[src/rtl/core/vna_pkg.sv]
// ----------------------------------------------------------------------------
// vna_pkg
// shared types and constants for the vertex normal accumulator
// ----------------------------------------------------------------------------
package vna_pkg;

    localparam int unsigned CoordW = 24;
    localparam int unsigned SumW   = 48;
    localparam int unsigned IdxW   = 16;
    localparam int unsigned CntW   = 13;

    typedef enum logic [1:0] {
        KIND_LOAD = 2'd0,
        KIND_TRI  = 2'd1,
        KIND_READ = 2'd2,
        KIND_BAD  = 2'd3
    } t_kind;

    // classified command handed from front to back
    typedef struct packed {
        logic                     err;
        t_kind                    kind;
        logic [IdxW-1:0]          idx_a;
        logic [IdxW-1:0]          idx_b;
        logic [IdxW-1:0]          idx_c;
        logic signed [CoordW-1:0] px;
        logic signed [CoordW-1:0] py;
        logic signed [CoordW-1:0] pz;
    } t_cmd;

    typedef struct packed {
        logic                   status;
        logic signed [SumW-1:0] sx;
        logic signed [SumW-1:0] sy;
        logic signed [SumW-1:0] sz;
    } t_res;

    // saturating 48-bit add
    function automatic logic signed [SumW-1:0] sat_add(
        input logic signed [SumW-1:0] a,
        input logic signed [SumW-1:0] b
    );
        logic signed [SumW:0] s;
        s = {a[SumW-1], a} + {b[SumW-1], b};
        if (s[SumW] != s[SumW-1]) begin
            sat_add = s[SumW] ? {1'b1, {(SumW-1){1'b0}}} : {1'b0, {(SumW-1){1'b1}}};
        end else begin
            sat_add = s[SumW-1:0];
        end
    endfunction

endpackage

[src/rtl/core/vna_front.sv]
// ----------------------------------------------------------------------------
// vna_front
// range checks incoming items and queues them for the back end
// ----------------------------------------------------------------------------
module vna_front #(
    parameter int unsigned MAX_VERTICES = 4096,
    parameter int unsigned QDEPTH       = 2
) (
    input  logic                     i_clk,
    input  logic                     i_rst_n,
    input  logic [vna_pkg::CntW-1:0] i_vertex_count,
    input  logic                     i_push,
    output logic                     o_full,
    input  vna_pkg::t_cmd            i_cmd,
    output logic                     o_cmd_valid,
    output vna_pkg::t_cmd            o_cmd,
    input  logic                     i_cmd_take
);
    import vna_pkg::*;

    localparam int unsigned PW = (QDEPTH > 1) ? $clog2(QDEPTH) : 1;
    localparam logic [16:0] MaxV = 17'(MAX_VERTICES);

    logic [16:0]   lim;
    logic          bad_a, bad_b, bad_c;
    t_cmd          cls;
    t_cmd          r_q [QDEPTH];
    logic [PW-1:0] r_wp, r_rp;
    logic [PW:0]   r_cnt;
    logic          wr, rd;

    // effective index limit
    assign lim   = ({4'd0, i_vertex_count} < MaxV) ? {4'd0, i_vertex_count} : MaxV;
    assign bad_a = {1'b0, i_cmd.idx_a} >= lim;
    assign bad_b = {1'b0, i_cmd.idx_b} >= lim;
    assign bad_c = {1'b0, i_cmd.idx_c} >= lim;

    // classify
    always_comb begin
        cls = i_cmd;
        case (i_cmd.kind)
            KIND_LOAD, KIND_READ: cls.err = bad_a;
            KIND_TRI:             cls.err = bad_a | bad_b | bad_c;
            default:              cls.err = 1'b1;
        endcase
    end

    assign o_full      = (r_cnt == (PW+1)'(QDEPTH));
    assign wr          = i_push & ~o_full;
    assign o_cmd_valid = (r_cnt != '0);
    assign rd          = i_cmd_take & o_cmd_valid;
    assign o_cmd       = r_q[r_rp];

    // command queue storage
    always_ff @(posedge i_clk) begin
        if (wr) begin
            r_q[r_wp] <= cls;
        end
    end

    // queue pointers
    always_ff @(posedge i_clk) begin
        if (!i_rst_n) begin
            r_wp  <= '0;
            r_rp  <= '0;
            r_cnt <= '0;
        end else begin
            if (wr) r_wp <= (r_wp == PW'(QDEPTH-1)) ? '0 : r_wp + 1'b1;
            if (rd) r_rp <= (r_rp == PW'(QDEPTH-1)) ? '0 : r_rp + 1'b1;
            r_cnt <= r_cnt + (PW+1)'(wr) - (PW+1)'(rd);
        end
    end

    a_cnt_bound: assert property (@(posedge i_clk) disable iff (!i_rst_n)
        r_cnt <= (PW+1)'(QDEPTH)) else $error("queue overflow");
    a_full_noinc: assert property (@(posedge i_clk) disable iff (!i_rst_n)
        o_full && !rd |=> o_full) else $error("full dropped without pop");
    a_empty_stay: assert property (@(posedge i_clk) disable iff (!i_rst_n)
        !o_cmd_valid && !wr |=> !o_cmd_valid) else $error("phantom command");
endmodule

[config.mk]
export PLATFORM = sky130hd
export DESIGN_NAME = vna_front
export DESIGN_NICKNAME = d
export VERILOG_FILES = /design/src/rtl/core/vna_pkg.sv /design/src/rtl/core/vna_front.sv
export SDC_FILE = /design/constraint.sdc
export NUM_CORES = 1
export LEC_CHECK = 0
export ABC_AREA = 1
export BUFFER_PORTS_ARGS = -buffer_cell sky130_fd_sc_hd__buf_2
export CAP_MARGIN = 20
export CELL_PAD_IN_SITES_DETAIL_PLACEMENT = 1
export CELL_PAD_IN_SITES_GLOBAL_PLACEMENT = 1
export CORE_AREA = 2 2 157 159
export CTS_CLUSTER_DIAMETER = 200
export CTS_CLUSTER_SIZE = 25
export DETAILED_ROUTE_END_ITERATION = 10
export DIE_AREA = 0 0 159 161
export PLACE_DENSITY_LB_ADDON = 0.05
export SLEW_MARGIN = 20
export SYNTH_ARGS = -nofsm -noshare
export SYNTH_HDL_FRONTEND = slang
export SYNTH_SLANG_ARGS = --single-unit
[constraint.sdc]
create_clock -name i_clk -period 9.12 [get_ports i_clk]
set_input_delay 1.368 -clock i_clk [delete_from_list [all_inputs] [get_ports i_clk]]
set_output_delay 1.368 -clock i_clk [all_outputs]
set_load 0.005 [all_outputs]
; ---- Yosys cells after proc, flatten, opt, wreduce, memory -nomap -nowiden
; Memory sizes are Yosys's and may differ from the RTL's. A register that Yosys moved wholly into a read port is not among the register bits.
; Cells that the tools add are included.
[word_totals]
ff_bits = 4
latchBits = 0
mem_bits_rw = 246
romBits = 0
in_bits = 140
output_inout_bits = 125
elab_cells = 31
mem_count = 1
[classes]
n_addsub = 4
n_mul = 0
n_div = 0
n_lt_le_gt_ge = 4
n_eq_ne = 3
shifts = 0
mux = 8
n_bitwise = 5
n_reduce_logical = 3
[mem_list]
columns = name, words, width, read_ports, rd_ports_with_merged_regs, write_ports, line
row1 = r_q, 2, 123, 1, 1, 1, vna_front.sv:27  ; t_cmd r_q [QDEPTH];
[op_table]
columns = operator, count
row1 = 16-bit by 13-bit greater-or-equal comparator with 1-bit output, 3
row2 = 13-bit < comparator (second input constant), 1
row3 = 13-bit 2-to-1 mux, 1
row4 = 1-bit 2-to-1 mux, 6
row5 = 2-bit equality test (second input constant), 2
row6 = 1-bit adder (second input constant), 2
row7 = 2-bit by 1-bit adder with 2-bit output, 1
row8 = 1-bit AND, 2
row9 = 2-bit by 1-bit equality test with 1-bit output (second input constant), 1
row10 = 2-bit zero test, 1
row11 = 1-bit bitwise OR, 2
row12 = 1-bit case mux with 2 select lines, 1
row13 = 2-bit nonzero test, 1
row14 = 2-bit OR reduction, 1
row15 = 2-bit by 1-bit subtractor with 2-bit output, 1
row16 = 1-bit NOT, 1

; ---- Longest topological paths before layout
; Gate-level depths: netlist of run 1.
[depth]
word_depth = 6
ltp_mapped = 14
ltp_nobuf = 14

; ---- Worst setup path before layout of run 1
; OpenSTA, ideal clock, no wires.
[synth_path]
path_type = in2reg
startpoint = input port i_push
endpoint = memory r_q[0][0] (netlist bit) (enable)
setup_ps = 606
t_arrival_ps = 6557
required_time_ps = 8514
path_slack_ps = 1956
cell_stages = 2
path_buffers = 0
path_cell_list = o21ai_2 -> nor2_1
[synth_between]
elab_chain_cells = 3
[synth_lines]
columns = item, line
row1 = start: declaration, vna_front.sv:12  ; input logic i_push,
row2 = 1-bit AND, vna_front.sv:49  ; assign wr = i_push & ~o_full;
row3 = 1-bit 2-to-1 mux, vna_front.sv:56  ; if (wr) begin
row4 = 1-bit 2-to-1 mux (not written as such), vna_front.sv:57  ; r_q[r_wp] <= cls;
row5 = end: declaration, vna_front.sv:27
; No other way between the ends.

==> run metrics, run 1 <==
Hold-fix buffers, CTS 0; pre-CTS setup slack 5100 ps; CTS tree done; H-Tree Level Count 1; Layout Nets 1028; worst r2r src r_cnt[1]; total power divided by cell area 236 nW/um^2; gpl congestion 0.749; Final Cell Area 12500 um^2; Die Area 25600 um^2; Post-CTS Resized 0; clock period minus worst slack 4280 ps; setup TNS 0 ps; Yosys cell types 24; maximum clock insertion buffer count 3; vias per inst 4.83; fin crit share 46.9%; register area share after synthesis 72.0%; Initial Utilization 43.4%; critical path class reg2out; max cap viols 0; largest area contributor in the synthesized netlist edfxtp_1; DR vias 5705; CTS buffer count 14; DP HPWL 16.2 mm; CTS Sinks 251; Max-slew headroom 30.7%; gr ovfl total 0; die height 161 um; CP Capture Type output port; fill cell count 2411; largest net degree at the start of global routing 76; Syn Area/Cell 18.0 um^2; Slew @ Worst Pin 1040 ps; wire length of the first global-routing pass 34.7 mm; RSZ-0062 raised after global routing false; P&R area growth vs syn 20.3%; Req. time, crit path 7750 ps; asr flop ratio synth 0%; flop-to-flop setup slack 6820 ps; CTS root buffer clkbuf_16; EDFF count, synth 246; total setup buffers inserted after CTS 0; Total GRT Usage 17.4%; Post-Syn Nets 758; Boundary Pins 265; core area 24000 um^2; total power 2.96 mW; Worst Path Arrival 2910 ps; vias in the first global route 6352; clock skew 20.2 ps; Post-DRT Antenna Nets 0; Leakage 4.96 nW; Worst IR Drop VDD 172 uV; final hold violations 0; ys flop type edfxtp_1; top cells by area, synth edfxtp_1 (71%), mux2_4 (10%), mux2_2 (5.7%); Startpoint Class flop; YS warnings 0; worst setup margin 4840 ps; Syn Std Cell Area 10400 um^2; min-delay src r_rp; Final Slew Violations 0; Max Fclk 234 MHz; antenna violations before repair 5; status finished, final reports clean; final WL 22.5 mm; layout cell share with drive strength beyond 1 48.5%; Final setup viols 0; Worst Hold Class reg2reg; Die Wd 159 um; CP Max Fanout 63; post-synth top area share 71.0%; 1st-iter DRT viols 210; WL per Instance 19.1 um; Worst-Skew Late Latency 470 ps; DRC violations left 0; Port Buffer Count 263; Synth Register Bits 251; Reg clk slew, reported paths 90 ps; drt pass-1 iters 4; FP Rows 57; Post-Place Cell Area 12000 um^2; cells after synthesis 577
Yosys cell counts (2+ instances only):
cell type	number
or2_2	2
nor2_1	20
mux2_2	53
nor3_1	3
ha_1	41
buf_6	8
inv_1	24
o21ai_0	5
buf_2	5
nand2_1	60
dfxtp_1	5
edfxtp_1	246
nand4_1	2
a21oi_1	17
mux2_4	70
nand3_1	8
cell usage in the layout, fill, tap and decap left out, drive strengths merged:
cell / n
a21oi: 17
and2: 1
buf: 269
clkbuf: 21
clkinv: 1
dfxtp: 5
diode: 3
edfxtp: 246
ha: 41
inv: 24
mux2: 123
nand2: 60
nand3: 8
nand4: 2
nor2: 20
nor3: 3
nor4: 1
o21a: 1
o21ai: 7
or2: 2
xnor2: 1
kinds of logic (layout without fill, tap and decap cells):
family	Yosys count	count (layout)	share of synthesized area, %
flip-flops	251	251	72.0
multiplexers	123	123	15.8
AND/OR/NAND/NOR	97	97	3.78
adder cells (fa/ha/maj)	41	41	4.93
buffers and inverters	39	315	2.15
AO/OA/AOI/OAI	25	25	1.26
XOR/XNOR	1	1	0.0842
other	0	3	0
registers in the layout (all words and copies together) (netlist names), named ones only:
signal  cells
r_cnt       2
r_rp        1
r_q       246
r_wp        1
path summary, 6_finish.rpt:
kind | cells after the start | endpoint
min | 1 | flop
max | 4 | o_cmd[5]
max reg2reg | 4 | r_q[1][29]
min reg2reg | 1 | flop
per-stage QoR:
step / util (%) / cells / hold WS [ps]
final: 52.2 / 1180 / 479
after CTS: 52.1 / 1176 / 477
after global routing: 52.2 / 1179 / 494
after global placement: 50.3 / 1154 / 437
after detailed placement: 50.3 / 1154 / 464
after floorplan: - / 577 / 431
critical path, cell delays in order (launching register included):
cell and delay [ps]:
dfxtp_4 620, buf_16 310, buf_4 770, mux2_2 410
buf_2 150
power breakdown:
group	switching, mW	total (mW)	internal, mW	leakage (nW)
logic	0.374	0.770	0.395	2.42
clock network	0.350	0.661	0.311	0.203
registers	0.0578	1.53	1.47	2.34
total	0.782	2.96	2.17	4.96
per-layer routing:
layer / GRT usage (%) / vias up / wire length [um] / part of all wire, %
met3: 5.24 / 30 / 1630 / 7.2
met5: 0 / - / 7 / 0.031
met1: 20.1 / 2796 / 8640 / 38
met2: 32.0 / 169 / 11800 / 52
met4: 3.93 / 2 / 451 / 2.0
li1: - / 2708 / - / -
layout make-up:
cell class | instances | area [um^2] | share of cell area [%]
antenna | 3 | 7.51 | 0.0600
multi-input combinational | 287 | 2710 | 21.7
sequential | 251 | 7490 | 59.9
inverter | 24 | 90.1 | 0.720
clock inverter | 1 | 30.0 | 0.240
clock buffer | 21 | 398 | 3.18
tap | 324 | 405 | 3.24
timing repair buffer | 269 | 1380 | 11.0
Note: power is estimated with default switching activity, not from simulation.
==> inputs of run 2 (changes only) <==
CORE_AREA = 2 2 165 167   (was 2 2 157 159)
DIE_AREA = 0 0 167 169   (was 0 0 159 161)
clock period = 3.8 ns   (was 9.12 ns; I/O delays follow)
==> run 2 against run 1 <==
Compared with the run above: critical path depth is 1 lower; non-clock buffer count is 1 higher; setup slack worse by 3700 ps; register-to-register slack worse by 4900 ps.
==> run metrics, run 2 (same netlist as run 1, synthesis figures left out) <==
RSZ-0062 raised after global routing false; vias per inst 4.74; wire length of the first global-routing pass 34.5 mm; Reg clk slew, reported paths 90 ps; maximum clock insertion buffer count 3; total power divided by cell area 566 nW/um^2; fin util 47.4%; FP Rows 60; Leakage 4.97 nW; CTS buffer count 14; P&R area growth vs syn 20.6%; Startpoint Class flop; antenna violations before repair 8; Top Registers r_q (246), r_cnt (2); DR vias 5678; commonest non-fill, non-tap cell in the layout buf_2; status finished, final reports clean; fill cell count 2670; worst path bufs/invs 2; DRC violations left 0; CP Capture Type output port; crit-path max cell delay 580 ps; total setup buffers inserted after CTS 0; CP Max Fanout 60; CTS Sinks 251; final WL 22.6 mm; Initial Utilization 39.3%; Final Slew Violations 0; Final Cell Area 12500 um^2; Largest register FFs 246; Port Buffer Count 263; CTS tree done; Total GRT Usage 15.6%; Boundary Pins 265; Final setup viols 0; Worst IR Drop VDD 421 uV; DP HPWL 16.0 mm; Internal 5.22 mW; Clock power frac 22.6%; Worst Hold Class in2reg; Die Wd 167 um; Die Area 28200 um^2; Slew @ Worst Pin 930 ps; Switch Pwr 1.89 mW; clock skew 23.2 ps; Worst-Skew Late Latency 470 ps; Max Fclk 382 MHz; CTS root buffer clkbuf_16; CP Cell Sequence buf_12, mux2_2, buf_2; gr ovfl total 0; WL per Instance 18.8 um; Req. time, crit path 3230 ps; Layout Nets 1029; Hold-fix buffers, CTS 0; Worst Path Arrival 2050 ps; Crit-path slowest cell dfxtp_4; layout cell share with drive strength beyond 1 48.6%; H-Tree Level Count 1; fin crit share 68.9%; 1st-iter DRT viols 221; commonest cells after routing, fill and taps aside buf_2 (263), edfxtp_1 (246), mux2_4 (70), nand2_1 (60), mux2_2 (53); largest register by flop count r_q; drt pass-1 iters 5; core area 26500 um^2; Sw Share 26.6%; Seq pwr share 51.4%; clock period minus worst slack 2620 ps; Comb pwr share 26.1%; critical path class reg2out; final hold violations 0; Post-Place Cell Area 12100 um^2; vias in the first global route 6216; gpl congestion 0.764; max cap viols 0; largest net degree at the start of global routing 98; Post-DRT Antenna Nets 0; Max-slew headroom 38.0%; crit-path leading delay family flip-flops; die height 169 um; Post-CTS Resized 0
==> run 2: cell count changes in the layout (fill, tap and decap cells not counted), sizes merged <==
cell   previous run  this run
buf             269       270
diode             3         4
==> run 2: routing by layer <==
layer | GRT usage [%] | up-vias | wire length (um)
li1 | - | 2716 | -
met1 | 18.9 | 2762 | 9060
met2 | 27.9 | 167 | 11500
met3 | 4.14 | 27 | 1540
met4 | 3.75 | 6 | 418
met5 | 0 | - | 38
==> run 2: area by class of cell <==
cell class	instances	area, um^2	area share (%)
Timing Repair Buffer	270	1390	11.1
Tap cell	341	427	3.40
Clock inverter	1	30.0	0.239
Multi-Input combinational cell	287	2710	21.6
Inverter	24	90.1	0.718
Clock buffer	21	398	3.17
Sequential cell	251	7490	59.7
Antenna cell	4	10.0	0.0798
==> run 2: final timing paths <==
| check | from | end | slack [ps] | depth (start not counted) |
|---|---|---|---|---|
| worst max-delay path | flop | o_cmd[22] | 1180 | 3 |
| worst min-delay path | i_cmd[58] | r_q[1][58] | 270 | 1 |
| worst max register to register | r_cnt[1] | r_q[0][93] | 1970 | 4 |
| worst min register to register | r_rp | flop | 460 | 1 |
==> run 2: power groups by stage <==
stage | Clock, mW | Sequential, mW | Combinational (mW)
finish | 1.60 | 3.65 | 1.85
global route | 1.76 | 3.69 | 2.03
CTS | 1.68 | 3.66 | 1.91
detailed placement | 0 | 3.72 | 1.89
global placement | 0 | 3.69 | 1.85
floorplan | 0 | 3.69 | 1.19
==> run 2: stage by stage <==
step	TNS, ps	hold WS [ps]	cells	worst slack [ps]	power, mW
2_1_floorplan	-120690	431	577	-491	4.88
3_3_place_gp	0	439	1173	1090	5.54
3_5_place_dp	0	446	1173	1030	5.61
4_1_cts	0	241	1195	1120	7.25
5_1_grt	0	244	1197	1070	7.48
6_report	0	272	1199	1180	7.10
